$ cat config.mk
export PLATFORM = sky130hd
export DESIGN_NAME = sync_length_sum32_frame_parser
export DESIGN_NICKNAME = d
export VERILOG_FILES = /design/src/sv/slsfp_pkg.sv /design/src/sv/slsfp_core.sv /design/src/sv/slsfp_rsp_queue.sv /design/src/sv/sync_length_sum32_frame_parser.sv
export SDC_FILE = /design/constraint.sdc
export NUM_CORES = 1
export LEC_CHECK = 0
export ABC_AREA = 0
export BUFFER_PORTS_ARGS = -buffer_cell sky130_fd_sc_hd__buf_2
export CAP_MARGIN = 20
export CORE_UTILIZATION = 35
export CTS_BUF_LIST = sky130_fd_sc_hd__clkbuf_16
export CTS_CLUSTER_SIZE = 25
export DETAILED_ROUTE_END_ITERATION = 10
export GPL_TIMING_DRIVEN = 0
export PLACE_DENSITY = 0.57
export SETUP_SLACK_MARGIN = 0.15
export SYNTH_ARGS = -nofsm -noshare
export SYNTH_HDL_FRONTEND = slang
export SYNTH_HIERARCHICAL = 1
export SYNTH_SLANG_ARGS = --single-unit
$ cat constraint.sdc
create_clock -name clock -period 4 [get_ports clock]
set_input_delay 0.8 -clock clock [delete_from_list [all_inputs] [get_ports clock]]
set_output_delay 0.8 -clock clock [all_outputs]
set_load 0.01 [all_outputs]
$ cat src/sv/slsfp_pkg.sv
// Shared types and constants for the sync/length/sum32 frame parser.
// Used by the parser core, the response queue and the top level; no dependencies.
package slsfp_pkg;

   localparam logic [7:0] SYNC_BYTE          = 8'h55;
   localparam logic [7:0] MIN_FRAME_LEN      = 8'd5;
   localparam logic [7:0] CHECKSUM_BYTES     = 8'd4;
   localparam int         MAX_FRAME_LEN_DFLT = 200;

   // Parser phase, one-hot coded.
   typedef enum logic [2:0] {
      PH_HUNT = 3'b001,
      PH_LEN  = 3'b010,
      PH_BODY = 3'b100
   } phase_type;

   // One result item as it travels from the core to the response queue.
   typedef struct packed {
      logic       frame_ok;
      logic [7:0] message_id;
      logic       checksum_error;
   } result_type;

endpackage

$ cat src/sv/slsfp_core.sv
// Frame parser core: phase register, length/count/sum registers and the result logic.
// Depends on slsfp_pkg.
module slsfp_core #(
   parameter int MAX_FRAME_LEN = slsfp_pkg::MAX_FRAME_LEN_DFLT
) (
   input  logic                   clock,
   input  logic                   reset,
   input  logic                   accept,
   input  logic [7:0]             rx_byte,
   output slsfp_pkg::result_type  result
);
   import slsfp_pkg::*;

   localparam logic [7:0] MaxLen = 8'(MAX_FRAME_LEN);

   phase_type   phase_ff, phase_in;
   logic [7:0]  frame_length_ff, frame_length_in;
   logic [7:0]  bytes_seen_ff, bytes_seen_in;
   logic [31:0] running_sum_ff, running_sum_in;
   logic [31:0] received_sum_ff, received_sum_in;
   logic [7:0]  held_id_ff, held_id_in;

   logic [7:0]  crc_start;
   logic [7:0]  crc_offset;
   logic [31:0] placed_byte;
   logic        last_byte;

   assign crc_start  = frame_length_ff - CHECKSUM_BYTES;
   assign crc_offset = bytes_seen_ff - crc_start;
   assign last_byte  = ({1'b0, bytes_seen_ff} + 9'd1) >= {1'b0, frame_length_ff};

   // Checksum bytes arrive little-endian.
   always_comb begin
      case (crc_offset[1:0])
         2'd0:    placed_byte = {24'd0, rx_byte};
         2'd1:    placed_byte = {16'd0, rx_byte, 8'd0};
         2'd2:    placed_byte = {8'd0, rx_byte, 16'd0};
         default: placed_byte = {rx_byte, 24'd0};
      endcase
   end

   always_comb begin
      phase_in        = phase_ff;
      frame_length_in = frame_length_ff;
      bytes_seen_in   = bytes_seen_ff;
      running_sum_in  = running_sum_ff;
      received_sum_in = received_sum_ff;
      held_id_in      = held_id_ff;
      result          = '0;
      case (phase_ff)
         PH_LEN: begin
            if (rx_byte < MIN_FRAME_LEN || rx_byte >= MaxLen) begin
               phase_in        = PH_HUNT;
               frame_length_in = '0;
               bytes_seen_in   = '0;
               running_sum_in  = '0;
               received_sum_in = '0;
            end else begin
               phase_in        = PH_BODY;
               frame_length_in = rx_byte;
               bytes_seen_in   = '0;
               running_sum_in  = {24'd0, SYNC_BYTE} + {24'd0, rx_byte};
               received_sum_in = '0;
            end
         end
         PH_BODY: begin
            if (bytes_seen_ff == 8'd0) begin
               held_id_in     = rx_byte;
               running_sum_in = running_sum_ff + {24'd0, rx_byte};
            end else if (bytes_seen_ff < crc_start) begin
               running_sum_in = running_sum_ff + {24'd0, rx_byte};
            end else begin
               received_sum_in = received_sum_ff | placed_byte;
            end
            if (last_byte) begin
               // The final byte is always a checksum byte, so the running sum is complete.
               if ((received_sum_ff | placed_byte) == running_sum_ff) begin
                  result.frame_ok   = 1'b1;
                  result.message_id = held_id_ff;
               end else begin
                  result.checksum_error = 1'b1;
               end
               phase_in        = PH_HUNT;
               frame_length_in = '0;
               bytes_seen_in   = '0;
               running_sum_in  = '0;
               received_sum_in = '0;
            end else begin
               bytes_seen_in = bytes_seen_ff + 8'd1;
            end
         end
         default: begin
            phase_in = (rx_byte == SYNC_BYTE) ? PH_LEN : PH_HUNT;
         end
      endcase
   end

   always_ff @(posedge clock) begin
      if (reset) begin
         phase_ff        <= PH_HUNT;
         frame_length_ff <= '0;
         bytes_seen_ff   <= '0;
         running_sum_ff  <= '0;
         received_sum_ff <= '0;
         held_id_ff      <= '0;
      end else if (accept) begin
         phase_ff        <= phase_in;
         frame_length_ff <= frame_length_in;
         bytes_seen_ff   <= bytes_seen_in;
         running_sum_ff  <= running_sum_in;
         received_sum_ff <= received_sum_in;
         held_id_ff      <= held_id_in;
      end
   end

   a_body_len_legal: assert property (@(posedge clock) disable iff (reset)
      phase_ff == PH_BODY |-> (frame_length_ff >= MIN_FRAME_LEN && frame_length_ff < MaxLen))
      else $error("body phase with an illegal frame length");

   a_count_in_frame: assert property (@(posedge clock) disable iff (reset)
      phase_ff == PH_BODY |-> bytes_seen_ff < frame_length_ff)
      else $error("byte count ran past the frame length");

   a_end_returns_to_hunt: assert property (@(posedge clock) disable iff (reset)
      (accept && (result.frame_ok || result.checksum_error)) |=> phase_ff == PH_HUNT)
      else $error("parser did not resume hunting after a frame ended");

endmodule

$ cat src/sv/slsfp_rsp_queue.sv
// Two-entry response queue between the parser core and the response channel.
// Depends on slsfp_pkg.
module slsfp_rsp_queue (
   input  logic                   clock,
   input  logic                   reset,
   input  logic                   push,
   input  slsfp_pkg::result_type  push_data,
   input  logic                   pop,
   output logic                   full,
   output logic                   not_empty,
   output slsfp_pkg::result_type  head
);
   import slsfp_pkg::*;

   result_type entry_ff [2];
   logic       wr_ptr_ff, wr_ptr_in;
   logic       rd_ptr_ff, rd_ptr_in;
   logic [1:0] count_ff, count_in;

   assign full      = count_ff == 2'd2;
   assign not_empty = count_ff != 2'd0;
   assign head      = entry_ff[rd_ptr_ff];

   always_comb begin
      wr_ptr_in = push ? ~wr_ptr_ff : wr_ptr_ff;
      rd_ptr_in = pop  ? ~rd_ptr_ff : rd_ptr_ff;
      count_in  = count_ff + {1'b0, push} - {1'b0, pop};
   end

   always_ff @(posedge clock) begin
      if (reset) begin
         wr_ptr_ff <= 1'b0;
         rd_ptr_ff <= 1'b0;
         count_ff  <= '0;
      end else begin
         wr_ptr_ff <= wr_ptr_in;
         rd_ptr_ff <= rd_ptr_in;
         count_ff  <= count_in;
      end
   end

   always_ff @(posedge clock) begin
      if (push) begin
         entry_ff[wr_ptr_ff] <= push_data;
      end
   end

   a_no_overflow: assert property (@(posedge clock) disable iff (reset)
      push |-> (!full || pop))
      else $error("response queue written while full");

   a_no_underflow: assert property (@(posedge clock) disable iff (reset)
      pop |-> not_empty)
      else $error("response queue read while empty");

   a_ptrs_track_count: assert property (@(posedge clock) disable iff (reset)
      (count_ff == 2'd0 || count_ff == 2'd2) |-> wr_ptr_ff == rd_ptr_ff)
      else $error("queue pointers disagree with the fill count");

endmodule

$ cat src/sv/sync_length_sum32_frame_parser.sv
// Top level of the sync/length/sum32 frame parser: handshakes, core and response queue.
// Depends on slsfp_pkg, slsfp_core and slsfp_rsp_queue.
//
// This block takes one received byte per request and returns exactly one response per
// request. It hunts for the sync byte 0x55, then takes a length byte L (5 <= L <
// MAX_FRAME_LEN, otherwise the frame is dropped and hunting resumes with the next byte),
// then L further bytes: a message id, L-5 payload bytes and a four-byte little-endian
// checksum. The checksum must equal the 32-bit wrapping sum of the sync, length, id and
// payload bytes. On the byte that ends a frame the response carries frame_ok with the
// message id, or checksum_error; every other response is all zero. Each request is
// handled by the parser core, whose state registers update at the accepting edge and
// whose result is written into a two-entry response queue, so a new request can be
// accepted on every clock cycle while the queue has room and the first response is
// valid in the cycle after its request is accepted. The queue lets a request be taken
// while an earlier response waits; req_stall is raised only when both entries are full.
module sync_length_sum32_frame_parser #(
   parameter int MAX_FRAME_LEN = slsfp_pkg::MAX_FRAME_LEN_DFLT
) (
   input  logic       clock,
   input  logic       reset,
   input  logic       req_valid,
   output logic       req_stall,
   input  logic [7:0] req_rx_byte,
   output logic       rsp_valid,
   input  logic       rsp_stall,
   output logic       rsp_frame_ok,
   output logic [7:0] rsp_message_id,
   output logic       rsp_checksum_error
);
   import slsfp_pkg::*;

   logic       req_accept;
   logic       rsp_accept;
   logic       queue_full;
   result_type core_result;
   result_type rsp_head;

   // A request is taken whenever the queue has room; the stall is decoded from the registered fill count.
   assign req_stall  = queue_full;
   assign req_accept = req_valid && !queue_full;
   assign rsp_accept = rsp_valid && !rsp_stall;

   slsfp_core #(
      .MAX_FRAME_LEN(MAX_FRAME_LEN)
   ) u_core (
      .clock   (clock),
      .reset   (reset),
      .accept  (req_accept),
      .rx_byte (req_rx_byte),
      .result  (core_result)
   );

   slsfp_rsp_queue u_rsp_queue (
      .clock     (clock),
      .reset     (reset),
      .push      (req_accept),
      .push_data (core_result),
      .pop       (rsp_accept),
      .full      (queue_full),
      .not_empty (rsp_valid),
      .head      (rsp_head)
   );

   assign rsp_frame_ok       = rsp_head.frame_ok;
   assign rsp_message_id     = rsp_head.message_id;
   assign rsp_checksum_error = rsp_head.checksum_error;

   // A response never reports success and failure together, and an id only with success.
   a_exclusive_flags: assert property (@(posedge clock) disable iff (reset)
      rsp_valid |-> !(rsp_frame_ok && rsp_checksum_error))
      else $error("response flags both success and checksum error");

   a_id_only_on_ok: assert property (@(posedge clock) disable iff (reset)
      (rsp_valid && !rsp_frame_ok) |-> rsp_message_id == 8'd0)
      else $error("message id reported without a good frame");

   // A request accepted into an empty queue must appear as a response on the next cycle.
   a_response_follows: assert property (@(posedge clock) disable iff (reset)
      (req_accept && !rsp_valid) |=> rsp_valid)
      else $error("accepted request produced no response");

endmodule
---- Yosys cells after proc, flatten, opt, wreduce, memory -nomap -nowiden ----
Memories as Yosys holds them, arrays and structs flattened. A register that Yosys moved wholly into a read port is not among the register bits.
Index checks and enable logic that the tools add are counted.
word-level totals
  register bits ........................... 95
  memory bits (writable) .................. 20
  bits of input ports ..................... 12
  memories ................................ 1
cells by class
  add/subtract/negate cells ............... 8
  $lt $le $gt $ge ......................... 4
  equal/unequal tests ..................... 11
  multiplexer cells ....................... 27
  bitwise gates (word level) .............. 3
  reduce and logical (&&, ||, !) cells .... 15
memory list
  memory                words  width  read ports  clocked after memory_dff  wr ports  RTL line               RTL
  u_rsp_queue.entry_ff  2      10     1           1                         1         slsfp_rsp_queue.sv:15  result_type entry_ff [2];
operator list
  kind                                                count
  two-way mux 32 bit                                  7
  case mux 32 bit (2 select lines)                    2
  case mux 32 bit (3 select lines)                    1
  adder 32 x 8 -> 32 bit                              1
  == test 32 bit                                      1
  bitwise OR 32 bit                                   1
  case mux 8 bit (2 select lines)                     2
  two-way mux 8 bit                                   3
  two-way mux 10 bit                                  2
  adder 7 x 8 -> 9 bit, first input constant          1
  adder 8 x 1 -> 9 bit, second input constant         1
  >= comparator 9 x 8 -> 1 bit                        1
  two-way mux 9 bit                                   1
  AND reduction 3 bit                                 3
  adder 8 x 1 -> 8 bit, second input constant         1
  == test 8 x 7 -> 1 bit, second input constant       1
  >= comparator 8 bit, second input constant          1
  logical NOT 8 bit                                   1
  < comparator 8 x 3 -> 1 bit, second input constant  1
  < comparator 8 bit                                  1
  subtractor 8 x 3 -> 8 bit, second input constant    1
  two-way mux 3 bit                                   2
  != test 3 x 2 -> 1 bit, second input constant       2
  case mux 3 bit (2 select lines)                     1
  other kinds (19)                                    29

---- Depth between registers and ports, before layout ----
  depth after elaboration ................. 9
  depth in mapped cells ................... 14

---- Modules after synthesis ----
The synthesis kept the hierarchy.
modules (own cells, without submodules)
  module                          times used  cells an instance  area an instance (um^2)
  slsfp_core                      1           734                5846.9
  slsfp_rsp_queue                 1           52                 939.7
  sync_length_sum32_frame_parser  1           2                  27.5

---- Least setup slack after synthesis ----
No wires, ideal clock.
  path type ............................... register to register
  start point ............................. reg u_core.bytes_seen_ff[0]
  end point ............................... mem u_rsp_queue/entry_ff[0][0] in the netlist's numbering (data pin)
  library setup time ...................... 0.257 ns
  data arrival time ....................... 2.930 ns
  path slack .............................. 0.813 ns
  cell stages (with the launch flop) ...... 12
  cells stage by stage .................... dfxtp_1 -> inv_1 -> ha_1 -> fa_1 -> buf_6 -> nor3b_4 -> or3_1 -> a222oi_1 -> nand4_1 -> or4_1 -> buf_6 -> o21ba_2
RTL lines
  element                   RTL line               RTL
  start: declaration        slsfp_core.sv:18       logic [7:0] bytes_seen_ff, bytes_seen_in;
  start signal: assignment  slsfp_core.sv:109      bytes_seen_ff <= bytes_seen_in;
  end: declaration          slsfp_rsp_queue.sv:15

---- Worst setup path in the final report ----
  start point ............................. reg u_core.bytes_seen_ff[0]
  end point ............................... reg u_core.running_sum_ff[23]
between the ends
  longest elaborated chain between the ends .. 4
  elaborated cells between the ends (all ways) .. 9
RTL lines
  element                                                                                   RTL line                            RTL
  adder 8 x 1 -> 9 bit or logical NOT 8 bit (tied branches)                                 slsfp_core.sv:30, slsfp_core.sv:67
  >= comparator 9 x 8 -> 1 bit or two-way mux 32 bit (tied branches)                        slsfp_core.sv:30, slsfp_core.sv:67
  != test 4 x 1 -> 1 bit (no source line) or two-way mux 32 bit (tied branches)             --
  AND reduction 3 bit (no source line) or case mux 32 bit (2 select lines) (tied branches)  --
  end signal: assignment                                                                    slsfp_core.sv:110                   running_sum_ff <= running_sum_in;
  end: declaration                                                                          slsfp_core.sv:19                    logic [31:0] running_sum_ff, running_sum_in;
Several ways; a longest one is shown, not always the timed one.
A chain may end at the register's enable or synchronous reset.

==> impl_results.md <==
- Crit path required time: approximately 4.3 ns
- Setup crit end kind: flop
- Fillers: 1937
- Period utilisation layout: 0.912
- CP startpoint kind: flop
- Mux contribution to synthesized area: 0.0253
- Switching Fraction: 0.272
- TritonCTS Buffers: 17
- Antenna violations before repair: 0
- Yosys cell types: 71
- ANT cells: 0
- Worst flop-to-flop path startpoint: u_core/bytes_seen_ff[0]$_SDFFE_PP0P_
- Combinational power share: 0.116
- Worst clock skew: between 0.01 and 0.015 ns
- Longest Clk Path Bufs: 2
- Register area share after synthesis: 0.370
- EDFF count, synth: 20
- Post-DRT Antenna Nets: 0
- Critical path class: reg2reg
- Area of the core: 18900 sq um
- H-tree depth: 4
- CTS clk-pin slew, worst paths: about 0.060 ns
- CTS root buf: clkbuf_16
- Psw: 0.847 mW
- Synthesis Warnings: 6
- Post-synthesis net count: roughly 830
- Total Wirelength: roughly 21000 um
- XOR/XNOR share of the synthesized area: 0.0676
- Register share of total power: 0.405
- Setup WS post-layout: 0.351 ns
- DP HPWL: around 15000 um
- Dominant synthesized flop cell: dfxtp_1
- Initial DRC Count: between 500 and 600
- Max-cap violations: 0
- Asr flop ratio synth: 0
- Largest family of logic cells by synthesized area: simple AND/OR/NAND/NOR gates
- CTS sink count: roughly 120
- Final hold vios: 0
- Slew HR: 0.408
- Peak supply drop: ~0.30 mV
- HP Start: u_core/received_sum_ff[26]$_SDFFE_PP0P_
- Power Density: 392 nW/um^2
- Layout cell share with drive strength beyond 1: 0.120
- Design Area, Final: a little under 8000 sq um
- Final setup fails: 0
- Placer congestion estimate: between 0.9 and 1
- Setup slack, reg-to-reg: 0.35 ns
- Area growth syn-to-layout: 16.5%
- Remaining Overflow, GRT: 0
- CP Cell Sequence: ha_1 -> nand3_1 -> nor2_4 -> xor2_1 -> ha_1 -> and4_1 -> a21o_1 -> a31o_2 -> buf_2 -> o31ai_1 -> clkbuf_4 -> clkbuf_4 -> a22oi_1 -> o22ai_1
- Pwr Total: slightly above 3 mW
- Starting Density: 0.361
- Row count: 50
- Placed Area: 7260 sq um
- Clk network pwr share: 0.480
- DRT Pass-1 Iters: 6
- Final slew viol count: 0
- Nets: roughly 880
- Status: completed
- Simple-gate share of the synthesized area: 0.212
- Chip width: between 100 and 150 um
- Hold Crit Class: reg2reg
- RSZ-0062 raised after global routing: yes
- Hold-fix buffers, CTS: 0
- Clock Latency Late Sink: between 0.4 and 0.5 ns
- Slowest-stage cell, CP: dfxtp_1
- Max incr delay on CP: ~0.43 ns
- Avg Cell Area, Syn: 8.65 sq um
- Fin util: 0.420
- Setup Slack @ Placement: -0.0710 ns
- CP Max Fanout: 10
- First-pass GRT wire length: ~33000 um
- P_leak: between 2 and 3 nW
- Int Power: around 2.3 mW
- DRC viols: 0
- Die height: ~140 um
- Vias: roughly 6300
- Full die area: between 20000 and 25000 sq um
- Yosys reg bits: between 100 and 150
- CTS tree: done
- # IOs: 24
- Synth Area in Compound Gates: 0.207
- Mapped Cells: about 800
- Port buffer count: 23
- Critical path startpoint: u_core/bytes_seen_ff[0]$_SDFFE_PP0P_
- Mapped cell area: slightly below 7000 sq um
- Largest net degree at the start of global routing: 17
- Critical path arrival: 3.98 ns
- Wire per inst: ~19 um
- Vias/cell: approximately 5.7
- Min cycle time layout: between 3 and 4 ns
- Maximum clock rate: between 0.2 and 0.3 GHz
- Global Route Usage Sum: 0.215
- Synth Area in Adders: 0.0628
- Vias in the first global route: between 5000 and 6000
- Worst slew pin tran: roughly 0.89 ns
## through the flow
stage / hold slack (ns) / setup TNS, ns / cells
6_report: 0.467 / 0 / 1105
5_1_grt: 0.489 / 0 / 1105
4_1_cts: 0.464 / 0 / 1105
3_5_place_dp: 0.457 / -0.772 / 1072
3_3_place_gp: 0.447 / -1.56 / 1071
2_1_floorplan: 0.432 / 0 / 788
## path summary, 6_finish.rpt
kind	end	cells after the start
worst max register to register	u_core/running_sum_ff[23]$_SDFFE_PP0P_	14
worst min register to register	u_core/received_sum_ff[26]$_SDFFE_PP0P_	2
worst max-delay path	u_core/running_sum_ff[23]$_SDFFE_PP0P_	14
worst min-delay path	u_core/received_sum_ff[26]$_SDFFE_PP0P_	2
## cells in the mapped netlist (8+ instances only)
master / instances / share of area
dfxtp_1: 96 / 0.28
nor2_1: 69 / 0.038
a21oi_1: 61 / 0.045
nand2_1: 54 / 0.030
clkbuf_1: 38 / 0.021
inv_1: 37 / 0.020
xnor2_1: 33 / 0.042
ha_1: 31 / 0.057
nand3_1: 29 / 0.021
o21ai_0: 21 / 0.015
edfxtp_1: 20 / 0.088
nor4_1: 19 / 0.017
nor3_1: 17 / 0.012
xor2_1: 17 / 0.022
a32oi_1: 15 / 0.019
nor2b_1: 15 / 0.014
a31oi_1: 13 / 0.012
nand4_1: 12 / 0.011
mux2_1: 10 / 0.017
or3_1: 10 / 0.0092
and3_1: 9 / 0.0083
o22ai_1: 9 / 0.0083
or4_1: 9 / 0.0099
a21o_1: 8 / 0.0088
a22o_1: 8 / 0.010
## worst max-delay path, delay by kind of cell, from the launching register on
kind	cells	cell delay, ns
buf+inv	3	0.72
fa+ha+maj	2	0.50
xor+xnor	1	0.18
flops	1	0.43
compound gates	5	1.06
simple gates	3	0.68
## area by class of cell
class,count,area (sq um),area share
multi-input cells,584,4010,0.504
flip-flops and latches,116,2520,0.318
clock buffers,17,425,0.0536
well taps,260,325,0.0410
plain buffers,51,248,0.0312
clock inverters,15,145,0.0183
inverters,37,139,0.0175
repair buffers,25,130,0.0164
## power groups by stage
stage | registers [mW] | clock network, mW | logic [mW]
global placement | 1.28 | 0 | 0.359
finish | 1.26 | 1.49 | 0.361
floorplan | 1.28 | 0 | 0.250
global route | 1.26 | 1.56 | 0.398
CTS | 1.26 | 1.52 | 0.364
detailed placement | 1.29 | 0 | 0.362
## registers in the layout, indices dropped and copies added (netlist names), named ones only
name	count
u_rsp_queue/count_ff	2
u_core/running_sum_ff	32
u_rsp_queue/entry_ff	20
u_rsp_queue/rd_ptr_ff	1
u_rsp_queue/wr_ptr_ff	1
u_core/bytes_seen_ff	8
u_core/phase_ff	3
u_core/held_id_ff	8
u_core/frame_length_ff	8
u_core/received_sum_ff	32
## layer usage
layer	up-vias	share of wire	track usage
met5	-	0	0
met4	0	0.026	0.0889
met3	42	0.064	0.0354
met2	241	0.44	0.328
met1	2974	0.47	0.300
li1	3004	-	-
## cells by family (layout without fill, tap and decap cells)
family                     Yosys count  in the layout
buffers and inverters               88            145
adders and majority gates           33             33
and+or+nand+nor                    278            278
DFF                                116            116
AOI/OAI and AO/OA                  206            206
xor gates and xnor gates            51             51
muxes                               16             16
## timing repair
item	4_1_cts	5_1_grt
setup endpoints to repair	47	79
setup buffers	1	0
endpoints found under the hold margin	0	0
pin swaps	1	1
resized for setup	5	26
## placed cells by master (no fill, tap or decap), types with 13 or more instances in the layout
master / synthesis / final
dfxtp_1: 96 / 95
nor2_1: 69 / 67
a21oi_1: 61 / 61
nand2_1: 54 / 54
inv_1: 37 / 37
xnor2_1: 33 / 33
clkbuf_1: 38 / 32
ha_1: 31 / 31
nand3_1: 29 / 29
buf_2: 7 / 26
o21ai_0: 21 / 21
edfxtp_1: 20 / 20
clkbuf_16: 0 / 17
nor3_1: 17 / 17
xor2_1: 17 / 17
nor2b_1: 15 / 15
a32oi_1: 15 / 15
nor4_1: 19 / 13
(Power assumes the default switching activity.)
